### src/sv/khtbl_pkg.sv
// Shared types and constants for the keyed handle table.
`timescale 1ns / 1ps

package khtbl_pkg;

   localparam int ENTRIES  = 16;
   localparam int IDX_W    = $clog2(ENTRIES);
   localparam int COUNT_W  = $clog2(ENTRIES + 1);
   localparam int KEY_W    = 64;
   localparam int HANDLE_W = 31;
   localparam int OP_W     = 2;
   localparam int STAT_W   = 2;
   localparam int USED_W   = 5;

   localparam logic [OP_W-1:0] OP_REGISTER   = 2'd0;
   localparam logic [OP_W-1:0] OP_UNREGISTER = 2'd1;
   localparam logic [OP_W-1:0] OP_LOOKUP     = 2'd2;

   localparam logic [STAT_W-1:0] STAT_OK        = 2'd0;
   localparam logic [STAT_W-1:0] STAT_FULL      = 2'd1;
   localparam logic [STAT_W-1:0] STAT_NOT_FOUND = 2'd2;

   typedef enum logic [1:0] {
      S_IDLE,
      S_SCAN,
      S_DONE
   } state_type;

   typedef enum logic [1:0] {
      WR_NONE,
      WR_HANDLE,
      WR_FILL,
      WR_FREE
   } wr_kind_type;

   // Request token walking down the cell row, collecting search results.
   typedef struct packed {
      logic                vld;
      logic [OP_W-1:0]     op;
      logic [KEY_W-1:0]    key_high;
      logic [KEY_W-1:0]    key_low;
      logic [HANDLE_W-1:0] handle;
      logic                match_hit;
      logic [IDX_W-1:0]    match_idx;
      logic [HANDLE_W-1:0] match_handle;
      logic                free_hit;
      logic [IDX_W-1:0]    free_idx;
   } tok_type;

   // Update broadcast to every cell once a search has finished.
   typedef struct packed {
      wr_kind_type         kind;
      logic [IDX_W-1:0]    idx;
      logic [KEY_W-1:0]    key_high;
      logic [KEY_W-1:0]    key_low;
      logic [HANDLE_W-1:0] handle;
   } wr_type;

endpackage

### src/sv/khtbl_cell.sv
// One table slot: holds a key and handle, checks a passing token against them.
`timescale 1ns / 1ps

module khtbl_cell (
   input  logic                        clock,
   input  logic                        reset,
   input  logic [khtbl_pkg::IDX_W-1:0] cell_idx,
   input  khtbl_pkg::tok_type          tok_in,
   input  khtbl_pkg::wr_type           wr,
   output khtbl_pkg::tok_type          tok_out
);

   logic                           valid_ff;
   logic [khtbl_pkg::KEY_W-1:0]    key_high_ff;
   logic [khtbl_pkg::KEY_W-1:0]    key_low_ff;
   logic [khtbl_pkg::HANDLE_W-1:0] handle_ff;
   khtbl_pkg::tok_type             tok_ff;
   khtbl_pkg::tok_type             tok_in_w;
   logic                           sel;

   assign sel = (wr.kind != khtbl_pkg::WR_NONE) && (wr.idx == cell_idx);

   always_comb begin
      tok_in_w = tok_in;
      // keep the lowest matching slot and the lowest free slot
      if (valid_ff && (key_high_ff == tok_in.key_high) && (key_low_ff == tok_in.key_low)
          && !tok_in.match_hit) begin
         tok_in_w.match_hit    = 1'b1;
         tok_in_w.match_idx    = cell_idx;
         tok_in_w.match_handle = handle_ff;
      end
      if (!valid_ff && !tok_in.free_hit) begin
         tok_in_w.free_hit = 1'b1;
         tok_in_w.free_idx = cell_idx;
      end
   end

   always_ff @(posedge clock) begin
      if (reset) begin
         valid_ff   <= 1'b0;
         tok_ff.vld <= 1'b0;
      end else begin
         tok_ff <= tok_in_w;
         if (sel) begin
            case (wr.kind)
               khtbl_pkg::WR_FILL: valid_ff <= 1'b1;
               khtbl_pkg::WR_FREE: valid_ff <= 1'b0;
               default:            valid_ff <= valid_ff;
            endcase
         end
      end
   end

   always_ff @(posedge clock) begin
      if (sel && (wr.kind == khtbl_pkg::WR_FILL)) begin
         key_high_ff <= wr.key_high;
         key_low_ff  <= wr.key_low;
      end
      if (sel && ((wr.kind == khtbl_pkg::WR_FILL) || (wr.kind == khtbl_pkg::WR_HANDLE))) begin
         handle_ff <= wr.handle;
      end
   end

   assign tok_out = tok_ff;

endmodule
### config.mk
export PLATFORM = sky130hd
export DESIGN_NAME = khtbl_cell
export DESIGN_NICKNAME = d
export VERILOG_FILES = /design/src/sv/khtbl_pkg.sv /design/src/sv/khtbl_cell.sv
export SDC_FILE = /design/constraint.sdc
export NUM_CORES = 1
export LEC_CHECK = 0
export BUFFER_PORTS_ARGS = -buffer_cell sky130_fd_sc_hd__buf_2
export CORE_AREA = 2 2 225 227
export DETAILED_ROUTE_END_ITERATION = 10
export DIE_AREA = 0 0 227 229
export GPL_ROUTABILITY_DRIVEN = 1
export PLACE_DENSITY = 0.52
export SYNTH_ARGS = -nofsm -noshare
export SYNTH_HDL_FRONTEND = slang
export SYNTH_SLANG_ARGS = --single-unit
### constraint.sdc
create_clock -name clock -period 16.85 [get_ports clock]
set_input_delay 3.37 -clock clock [delete_from_list [all_inputs] [get_ports clock]]
set_output_delay 3.37 -clock clock [all_outputs]
set_load 0.1 [all_outputs]
Yosys cells after proc, flatten, opt, wreduce, memory -nomap -nowiden
Cells that the tools add are included.
Operators by class
  muxes and demuxes: 3
  reductions and logical operators: 14
  equal/unequal tests: 6
Operators by type and width (count)
  64-bit equality test: 2
  35-bit 2-to-1 mux: 1
  1-bit logical AND: 7
  2-bit equality test, second input constant: 2
  4-bit equality test: 1
  4-bit 2-to-1 mux: 1
  2-bit nonzero test: 2
  1-bit zero test: 3
  2-bit by 1-bit equality test with 1-bit output, second input constant: 1
  1-bit one-hot mux with 2 select lines: 1
  2-bit AND reduction: 1
  1-bit logical OR: 1
Word-level totals
  logic and storage cells: 37
  bits in registers: 363
  output and inout port bits: 203

Longest topological paths before layout
  word-level depth: 5
  gate-level depth with buffers: 8
  mapped depth without buffers: 6

Least setup slack after synthesis
OpenSTA, ideal clock, no wires.
  kind: input to register
  from: in reset
  to: reg tok_ff, in the netlist tok_out[0] (enable)
  slack: 9034 ps
  setup time: 553 ps
  stages: 1
  data arrival time: 7263 ps
  cells stage by stage: inv_1
RTL lines
  from (decl): line khtbl_cell.sv:6  | input logic reset,
  to (signal assigned): line khtbl_cell.sv:43  | tok_ff <= tok_in_w;
  to (decl): line khtbl_cell.sv:17  | khtbl_pkg::tok_type tok_ff;
No word-level cell between the ends.

==> summary.txt <==
Power and ir drop
  – Peak supply drop: 0.07729 mV
  – PwrDens: 125.3 mW/mm^2
  – P_leak: 0.007275 uW

Floorplanning
  – I/O pin total: 577
  – Core Region: 0.04966 mm^2
  – Die height: 229 um
  – Die Area: 0.05198 mm^2
  – FP Rows: 82
  – Initial Util: 0.2696
  – Die Wd: 227 um

Logic synthesis
  – Syn Inst Count: 654
  – Yosys top cell by area: edfxtp_1
  – Avg Inst Size Synth: 20.47 um^2
  – Post-Synth Adder-Cell Area: 0.002803
  – Syn Nets: 1031
  – Post-synth EDFFs: 361
  – XOR/XNOR share of the synthesized area: 0.05429
  – Synth top area share: 0.8096
  – Mux cell area share after synthesis: 0.04093
  – Cell Area, Synth: 0.01339 mm^2
  – Ranking of synthesized cells by area: edfxtp_1 (81%), xnor2_1 (4.7%), mux2_4 (3.3%), nand4_1 (1.1%), nor2b_1 (1.1%)
  – Leading cell types by count after synthesis: edfxtp_1 (361), xnor2_1 (72), inv_1 (32)
  – Yosys reg bits: 363
  – Synth Area in Simple Gates: 0.04831
  – Async set-reset flop share out of synthesis: 0
  – Most common cell in the netlist: edfxtp_1
  – Seq/Total Area, Yosys: 0.8126
  – Main combinational cell family by area after synthesis: XOR/XNOR gates
  – Top FF cell, synth: edfxtp_1
  – Yosys cell types: 37
  – Synth Area in Compound Gates: 0.02673
  – Yosys warnings: 0

GRT
  – Vias in the first global route: 8582
  – Initial antenna violation count: 10
  – First-pass GRT wire length: 56160 um
  – GRT overflow: 0
  – Total track usage: 0.1510
  – Pin count of the biggest net entering global routing: 78

Outcome
  – Run status: completed

Worst hold path
  – Hold Crit Start: valid_ff$_SDFFE_PP0P_
  – Hold Path Class: reg -> reg
  – Hold path depth: 1
  – Endpoint, Worst Hold: tok_out[4]$_SDFFCE_PP1N_

Critical path
  – Critical Path AT: 6160 ps
  – Required @ worst endpoint: 17140 ps
  – Crit. End Element: flop
  – R2R Path Start: key_low_ff[35]$_DFFE_PP_
  – Worst R2R Setup Slack: 13540 ps
  – CP Class: in -> reg
  – Crit path max fanout: 36
  – RR Endpoint: tok_out[13]$_DFFE_PN_
  – Reg2Reg Depth: 7
  – Startpoint Class: input pin

Drt
  – DR vias: 8109
  – Routed Antenna Nets: 0
  – DRC Markers: 0
  – Routed WL per cell: 20.52 um
  – DR iter-0 viols: 328
  – Vias per inst: 4.098
  – DRT Pass-1 Iters: 5
  – Routed wire length: 40610 um

Timing
  – Period Utilization, post-route: 0.3485
  – Hold slack: 505.6 ps
  – Clk_skew: 15.93 ps
  – Tmin final: 5872 ps
  – Slew @ Worst Pin: 1049 ps
  – Fin. max-slew vios: 0
  – Maximum clock rate: 0.1703 GHz
  – RSZ-0062 raised after global routing: false
  – Post-Route Setup TNS: 0 ps
  – Endpoints failing hold: 0
  – Final setup viols: 0
  – Worst slew margin: 0.3006

CTS
  – Post-cts sizing count: 0
  – Worst-Skew Late Latency: 540 ps
  – Clk sinks: 363
  – Total clock buffers created by CTS: 40
  – Postcts setup bufs: 0
  – Post-CTS Hold Fix Bufs: 0
  – Clock transition at path regs: 60 ps
  – Clock buffer depth: 3
  – Htree depth: 2
  – CTS tree: built
  – Clk root buf: clkbuf_16

Placed design
  – Placed cells: 1906
  – Post-DP Area: 0.01711 mm^2
  – Dpl hpwl: 31730 um
  – # port buffers: 576
  – RD Place Congestion: 0.7925

Layout
  – Layout area overhead: 36.68%
  – Final cell count without fillers: 1979
  – Fillers: 4863
  – Layout net count: 1653
  – Share of post-route cells with drive strength above 1: 0.5334
  – Final core occ: 0.3685
  – Final Instance Area: 0.01830 mm^2

Run
  – Number of max-cap violations: 0
per-layer routing:
metal / GRT usage / part of all wire / vias up
li1: - / - / 3786
met1: 0.1677 / 0.38 / 3919
met2: 0.2707 / 0.51 / 341
met3: 0.05709 / 0.094 / 51
met4: 0.03656 / 0.017 / 12
met5: 0 / 0.0021 / -
power by group:
part	internal [uW]	switching (uW)	total (uW)
sequential	1050	13.0	1060
clock	460	348	807
combinational	76.5	350	426
layout by cell type, fill, tap and decap left out, types with 4 or more instances in the layout:
| master | n |
|---|---|
| a2111oi_2 | 4 |
| buf_2 | 576 |
| buf_4 | 8 |
| clkbuf_1 | 9 |
| clkbuf_16 | 41 |
| clkinv_1 | 7 |
| clkinv_2 | 9 |
| diode_2 | 4 |
| edfxtp_1 | 361 |
| inv_1 | 31 |
| mux2_2 | 10 |
| mux2_4 | 29 |
| nand2b_1 | 19 |
| nand4_1 | 24 |
| nor2b_1 | 24 |
| nor4_1 | 9 |
| o2111a_1 | 4 |
| o2111ai_1 | 4 |
| o22ai_1 | 6 |
| or2b_2 | 4 |
| xnor2_1 | 72 |
| xor2_1 | 11 |
kinds of logic (layout without fill, tap and decap cells):
logic type      after synthesis  after routing
flops                       363            363
simple gates                 97             97
xor+xnor                     83             83
mux                          39             39
buf+inv                      36            685
compound gates               33             33
fa+ha+maj                     3              3
other cells                   0              4
metrics by stage:
stage | worst slack [ps] | power [uW]
2_1_floorplan | 9034 | 1403
5_1_grt | 10800 | 2377
4_1_cts | 10910 | 2329
3_3_place_gp | 10270 | 1507
3_5_place_dp | 10320 | 1509
6_report | 10980 | 2293
worst max path at each step:
| stage | cells after the start | startpoint | slack [ps] | end |
|---|---|---|---|---|
| finish | 8 | tok_in[154] | 10980 | tok_out[13]$_DFFE_PN_ |
| global route | 8 | wr[163] | 10800 | key_low_ff[19]$_DFFE_PP_ |
| detailed placement | 8 | tok_in[75] | 10320 | tok_out[13]$_DFFE_PN_ |
| global placement | 8 | tok_in[75] | 10270 | tok_out[24]$_DFFE_PN_ |
| floorplan | 1 | reset | 9030 | tok_out[0]$_DFFE_PN_ |
| CTS | 8 | tok_in[94] | 10910 | tok_out[13]$_DFFE_PN_ |
registers in the layout (all words and copies together), names as in the netlist:
name,flops
handle_ff,31
tok_out,203
valid_ff,1
key_high_ff,64
key_low_ff,64
critical path, cell delays in order:
cell and delay, ps:
buf_2 110, xnor2_1 170, nand4_1 130, nor4_1 730, nand4_1 170, or4b_2 700, buf_4 340, mux2_4 380
area by class of cell:
| cell class | count | area (um^2) | area share |
|---|---|---|---|
| diodes | 4 | 10.01 | 0.0005470 |
| clock buffers | 50 | 1060 | 0.05791 |
| inverters | 32 | 127.6 | 0.006974 |
| multi-input cells | 255 | 2321 | 0.1268 |
| well taps | 672 | 840.8 | 0.04595 |
| repair buffers | 584 | 2943 | 0.1608 |
| clock inverters | 19 | 117.6 | 0.006427 |
| flip-flops and latches | 363 | 10880 | 0.5946 |
(Power assumes the default switching activity.)
